## src/rtl/core/dabc_pkg.sv

```systemverilog
// Shared types, constants and the arctangent table of the Dubins arc box collision block.
package dabc_pkg;

    // Angle constants in Q16 radians, held in the 21-bit signed angle format.
    localparam logic signed [20:0] PI_Q16      = 21'sd205887;
    localparam logic signed [20:0] HALF_PI_Q16 = 21'sd102944;
    localparam logic signed [20:0] TWO_PI_Q16  = 21'sd411775;

    // Rotation steps and the start length that cancels the rotator gain (Q2.30).
    localparam int unsigned        CORDIC_STEPS = 17;
    localparam logic signed [62:0] CORDIC_GAIN  = 63'sd652032874;

    // Configuration register indexes.
    typedef enum logic [1:0] {
        REG_BOX_MIN_X = 2'd0,
        REG_BOX_MIN_Y = 2'd1,
        REG_BOX_MAX_X = 2'd2,
        REG_BOX_MAX_Y = 2'd3
    } t_reg_idx;

    // Modes of the shared rotator.
    typedef enum logic {
        CM_ROT = 1'b0,
        CM_VEC = 1'b1
    } t_cmode;

    // Rotator sequencer states.
    typedef enum logic [2:0] {
        CS_IDLE,
        CS_NORM,
        CS_ITER,
        CS_POST,
        CS_DONE
    } t_cstate;

    // Main sequencer states.
    typedef enum logic [4:0] {
        ST_IDLE,
        ST_DIV,
        ST_ROT_GO,
        ST_ROT_WAIT,
        ST_MUL_X,
        ST_MUL_Y,
        ST_SQ_HX,
        ST_SQ_HY,
        ST_SQRT_PR_GO,
        ST_SQRT_PR_WAIT,
        ST_SQ_DX,
        ST_SQ_DY,
        ST_SQRT_D_GO,
        ST_SQRT_D_WAIT,
        ST_ANG_GO,
        ST_ANG_WAIT,
        ST_DECIDE,
        ST_OUT
    } t_state;

    // Request to the rotator.
    typedef struct packed {
        logic               start;
        t_cmode             mode;
        logic signed [32:0] x;
        logic signed [32:0] y;
        logic signed [20:0] z;
    } t_cordic_req;

    // Response of the rotator.
    typedef struct packed {
        logic               done;
        logic signed [62:0] x;
        logic signed [62:0] y;
        logic signed [20:0] z;
    } t_cordic_rsp;

    // Arctangent of 2^-i in Q16 radians.
    function automatic logic [15:0] atan_q16(input logic [4:0] idx);
        logic [15:0] v;
        case (idx)
            5'd0:    v = 16'd51472;
            5'd1:    v = 16'd30386;
            5'd2:    v = 16'd16055;
            5'd3:    v = 16'd8150;
            5'd4:    v = 16'd4091;
            5'd5:    v = 16'd2047;
            5'd6:    v = 16'd1024;
            5'd7:    v = 16'd512;
            5'd8:    v = 16'd256;
            5'd9:    v = 16'd128;
            5'd10:   v = 16'd64;
            5'd11:   v = 16'd32;
            5'd12:   v = 16'd16;
            5'd13:   v = 16'd8;
            5'd14:   v = 16'd4;
            5'd15:   v = 16'd2;
            5'd16:   v = 16'd1;
            default: v = 16'd0;
        endcase
        return v;
    endfunction

endpackage

```

## src/rtl/core/dabc_isqrt.sv

```systemverilog
// Bit-serial integer square root of a 64-bit value; a new start restarts it even while busy.
module dabc_isqrt
    import dabc_pkg::*;
(
    input  logic        i_clk,
    input  logic        i_rst_n,
    input  logic        i_start,
    input  logic [63:0] i_value,
    output logic        o_done,
    output logic [31:0] o_root
);

    logic        r_busy, n_busy;
    logic        r_done, n_done;
    logic [4:0]  r_cnt, n_cnt;
    logic [63:0] r_v, n_v;
    logic [63:0] r_res, n_res;
    logic [63:0] r_bit, n_bit;
    logic [63:0] trial;

    // Control registers.
    always_ff @(posedge i_clk) begin
        if (!i_rst_n) begin
            r_busy <= 1'b0;
            r_done <= 1'b0;
            r_cnt  <= '0;
        end else begin
            r_busy <= n_busy;
            r_done <= n_done;
            r_cnt  <= n_cnt;
        end
    end

    // Datapath registers.
    always_ff @(posedge i_clk) begin
        r_v   <= n_v;
        r_res <= n_res;
        r_bit <= n_bit;
    end

    // One restoring step per cycle over 32 result bits.
    always_comb begin
        n_busy = r_busy;
        n_done = 1'b0;
        n_cnt  = r_cnt;
        n_v    = r_v;
        n_res  = r_res;
        n_bit  = r_bit;
        trial  = r_res + r_bit;
        if (i_start) begin
            n_busy = 1'b1;
            n_cnt  = '0;
            n_v    = i_value;
            n_res  = '0;
            n_bit  = 64'h4000_0000_0000_0000;
        end else if (r_busy) begin
            if (r_v >= trial) begin
                n_v   = r_v - trial;
                n_res = (r_res >> 1) + r_bit;
            end else begin
                n_res = r_res >> 1;
            end
            n_bit = r_bit >> 2;
            n_cnt = r_cnt + 5'd1;
            if (r_cnt == 5'd31) begin
                n_busy = 1'b0;
                n_done = 1'b1;
            end
        end
    end

    assign o_done = r_done;
    assign o_root = r_res[31:0];

endmodule

```

## config.mk

```make
export PLATFORM = sky130hd
export DESIGN_NAME = dabc_isqrt
export DESIGN_NICKNAME = d
export VERILOG_FILES = /design/src/rtl/core/dabc_pkg.sv /design/src/rtl/core/dabc_isqrt.sv
export SDC_FILE = /design/constraint.sdc
export NUM_CORES = 1
export LEC_CHECK = 0
export BUFFER_PORTS_ARGS = -buffer_cell sky130_fd_sc_hd__buf_4
export CAP_MARGIN = 0
export CORE_MARGIN = 2
export CORE_UTILIZATION = 55
export DETAILED_ROUTE_END_ITERATION = 6
export PLACE_DENSITY = 0.74
export SLEW_MARGIN = 20
export SYNTH_ARGS = -nofsm -noshare
export SYNTH_HDL_FRONTEND = slang
export SYNTH_SLANG_ARGS = --single-unit
```

## constraint.sdc

```tcl
create_clock -name i_clk -period 8.3 [get_ports i_clk]
set_input_delay 1.66 -clock i_clk [delete_from_list [all_inputs] [get_ports i_clk]]
set_output_delay 1.66 -clock i_clk [all_outputs]
set_load 0.01 [all_outputs]
```

# Word-level counts from Yosys, hierarchy flattened
# Cells that the tools add are included.
dict set report totals {
  out_inout_bits 33
  in_bits 67
  regBits 167
  wordCells 27
}
dict set report classes {
  n_reduce_logical 5
  n_bitwise 2
  n_addsub 4
  n_lt_le_gt_ge 1
  eq_ne 1
  muxes 8
}
# op n
set ops {}
lappend ops {{$mux 64} 4}
lappend ops {{$add 63x63->64} 1}
lappend ops {{$add 64x63->64} 1}
lappend ops {{$ge 64x64->1} 1}
lappend ops {{$sub 64x64->64} 1}
lappend ops {{$add 5x1->5 const B} 1}
lappend ops {{$eq 5x5->1 const B} 1}
lappend ops {{$mux 1} 4}
lappend ops {{$reduce_bool 2->1} 2}
lappend ops {{$reduce_or 3->1} 1}
lappend ops {{$not 1->1} 2}
lappend ops {{$reduce_and 2->1} 1}
lappend ops {{$reduce_or 2->1} 1}

# Logic depth before layout (Yosys ltp)
dict set report logic_depth {
  word_depth 5
  depth_mapped 26
  ltp_nobuf 23
}

# Worst setup path after synthesis
# Ideal clock, no wire load.
dict set report synth_timing {
  path_type {reg2reg}
  start {reg r_res[2]}
  end {reg r_v[0], enable pin}
  n_path_buf 2
  setup_time_ns 0.690
  setup_slack_ns 1.955
  required_time_ns 7.610
  t_arrival_ns 5.654
  synth_period_minus_slack_ns 6.345
  stages_incl_launch_ff 23
  path_cell_list {dfxtp_1 -> ha_1 -> a31oi_1 -> nor3_1 -> o21ai_0 -> a31oi_1 -> o41ai_1 -> o21ai_0 -> a31oi_1 -> nor2_1 -> nor2_1 -> xor2_1 -> ha_1 -> buf_2 -> a2111oi_0 -> o21ai_0 -> a21boi_0 -> o221ai_1 -> a2111oi_0 -> o21a_2 -> buf_6 -> nand2b_1 -> nand2_1}
}
dict set report synth_via {
  elab_chain_len 4
}
# item line_no
set synth_rtl {}
lappend synth_rtl {{from (decl)} dabc_isqrt.sv:17} ;# logic [63:0] r_res, n_res;
lappend synth_rtl {{from (signal assigned)} dabc_isqrt.sv:37} ;# r_res <= n_res;
lappend synth_rtl {{$add 64x63->64} dabc_isqrt.sv:49} ;# trial = r_res + r_bit;
lappend synth_rtl {{$ge 64x64->1} dabc_isqrt.sv:57} ;# if (r_v >= trial) begin
lappend synth_rtl {{$reduce_bool 2->1 (no source line)} --}
lappend synth_rtl {{$reduce_and 2->1 (no source line)} --}
lappend synth_rtl {{to (signal assigned)} dabc_isqrt.sv:36} ;# r_v <= n_v;
lappend synth_rtl {{to (decl)} dabc_isqrt.sv:16} ;# logic [63:0] r_v, n_v;
# Every way passes these cells.
# A chain may end at the register's enable or synchronous reset.

# Final worst setup path
dict set report layout_timing {
  start {reg r_res[8]}
  end {reg r_v[13], enable pin}
}
# The elaborated chain is that of the path after synthesis.

==> flow_summary.json <==
{
  "clock-sinks": 167,
  "whs_path_depth": 2,
  "stdcell_count": 2405,
  "grt_max_degree": 87,
  "grt_usage": 0.296,
  "grt_pass1_wl_um": 72700,
  "postCtsHoldBufs": 0,
  "crit_arrival_ns": 7.35,
  "fill_cells": 2655,
  "route.vias.total": 14915,
  "postCtsSetupBuffers": 0,
  "cts_tree": "done",
  "drive_gt1_frac": 0.0920,
  "end_kind": "flop",
  "power_density_mw_per_mm2": 255,
  "synth_nets": 2236,
  "ff2ff_path_depth": 21,
  "finalMaxSlewViolations": 0,
  "h-tree-depth": 4,
  "grt_pass1_vias": 14090,
  "core_area_sq_mm": 0.0285,
  "syn-cell-area_sq_mm": 0.0158,
  "place.gp.congestion": 0.956,
  "async_flop_share": 0,
  "io_pins": 100,
  "firstDrtPassIters": 7,
  "rsz0062_at_grt": "no",
  "min-delay-path-class": "flop to flop",
  "clock_skew_ns": 0.0121,
  "drt-initial-drc-count": 1110,
  "setup_violations": 0,
  "max_clock_freq_mhz": 137,
  "syn_area_per_cell_sq_um": 7.77,
  "path_max_fanout": 64,
  "cts_resized": 0,
  "io_buffers": 99,
  "clk_pin_slew_worst_paths_ns": 0.07,
  "ys.flop_type": "dfxtp_1",
  "yosysSeqAreaShare": 0.252,
  "ir_drop_mv": 0.166,
  "hold_slack_ns": 0.506,
  "routed_via_density": 6.20,
  "die_w_um": 174,
  "min_to": "r_cnt[4]",
  "diodes": 0,
  "ys_top_cells_by_count": "nor2_1, nand2_1, o21ai_0",
  "hp-start": "r_cnt[4]",
  "final.setup.tns_ns": 0,
  "synthTopCellsByArea": "dfxtp_1, edfxtp_1, ha_1",
  "numPlacedInstances": 2374,
  "drc": 0,
  "synth_edf_count": 64,
  "dieArea_sq_mm": 0.0301,
  "yosys.area.top_type": "dfxtp_1",
  "numCtsBuffers": 17,
  "cts_root_buf": "clkbuf_16",
  "hold_viol_final": 0,
  "antenna_found_initial": 0,
  "slew_headroom": 0.379,
  "cap_violations": 0,
  "syn2layout_area_growth_pct": 6.97,
  "p_leak_uw": 0.00642,
  "status": "completed",
  "timing.rr.start": "r_res[8]",
  "synth_top_area_frac": 0.130,
  "clkLatencyLatePin_ns": 0.45,
  "ant_nets": 0,
  "tightest_slew_ns": 0.932,
  "ys_warn_count": 0,
  "nets": 2209,
  "path_class": "flop to flop",
  "die_h_um": 174,
  "rows": 62,
  "start_util": 0.555,
  "cp-start-kind": "flop",
  "power_uw": 4310,
  "rr_endpoint": "r_v[13]",
  "syn_inst": 2036,
  "dp_hpwl_um": 33800,
  "wl_per_cell_um": 18.6,
  "synth_cell_types": 87,
  "overflow": 0,
  "ff2ff_setup_slack_ns": 1.03,
  "yosysMostFrequentCell": "nor2_1",
  "fin_crit_ns": 7.27,
  "period_share": 0.876,
  "worstPathRequired_ns": 8.37,
  "ys_seq_elements": 167,
  "drt_wl_total_um": 44800,
  "cts.path.max_buffers": 2
}
## layout by cell type, fill, tap and decap left out, types with 57 or more instances in the layout
cell type  count
ha_1         132
edfxtp_1      64
dfxtp_1      102
o21ai_0      164
nand4_1       57
nor2_1       220
nand2_1      215
a31oi_1       72
a21oi_1      137
xor2_1        73
xnor2_1       84
buf_4        105
## cell families after synthesis
family / Yosys count / share of synthesized area
mux: 50 / 0.0318
flops: 167 / 0.252
buf+inv: 192 / 0.0566
compound gates: 642 / 0.264
xor+xnor: 157 / 0.0870
simple gates: 695 / 0.203
fa+ha+maj: 133 / 0.106
## critical path, stage by stage, from the launching register on
cell and delay (ns):
dfxtp_1 0.48, ha_1 0.32, a31oi_1 0.27, o21ai_0 0.12, o21ai_0 0.56, a31oi_1 0.25
o41ai_1 0.73, o21ai_0 0.31, a31oi_1 0.30, nor2_1 0.06, nor2_1 0.13, xor2_1 0.18
ha_1 0.36, a2111oi_0 0.43, o21ai_0 0.15, a21boi_0 0.32, o221ai_1 0.15, a2111oi_0 0.43
o21a_4 0.53, nand2b_1 0.24, nand2_2 0.06, buf_4 0.37
## how the worst max path moves through the flow
stage	startpoint	endpoint	slack [ns]	depth (start not counted)
finish	r_res[8]	r_v[13]	1.03	21
global route	r_res[8]	r_res[48]	0.39	23
CTS	r_res[8]	r_v[13]	1.19	21
detailed placement	r_res[8]	r_v[1]	1.19	21
global placement	r_res[2]	r_v[0]	1.49	21
floorplan	r_res[2]	r_v[0]	1.96	22
## layer usage
layer,global-route usage,up-vias,share of wire
li1,-,7426,-
met1,0.358,6951,0.42
met2,0.515,453,0.48
met3,0.0603,85,0.059
met4,0.118,0,0.036
met5,0,-,0
## flip-flops by register name, summed over array words and instances, names as in the netlist
register	flops
r_v	64
o_done	1
r_bit	32
r_busy	1
r_cnt	5
r_res	64
## layout make-up
class                           count  area [sq um]  share of cell area
Clock buffer                       18           450              0.0266
Clock inverter                     13           104             0.00614
Inverter                           40           150             0.00888
Multi-Input combinational cell   1677         10900               0.647
Sequential cell                   167          3990               0.236
Tap cell                          384           480              0.0284
Timing Repair Buffer              106           800              0.0473
## metrics by stage
stage / utilization / setup WS [ns] / cell area [sq um]
finish: 0.594 / 1.03 / 16900
global route: 0.594 / 0.390 / 16900
CTS: 0.594 / 1.19 / 16900
detailed placement: 0.575 / 1.19 / 16400
global placement: 0.575 / 1.49 / 16400
floorplan: - / 1.96 / 15800
## report_power, final
part | switching [uW] | total, uW | internal, uW
clock network | 382 | 790 | 408
registers | 148 | 1220 | 1070
logic | 1400 | 2300 | 906
total | 1930 | 4310 | 2380
(Power assumes the default switching activity.)
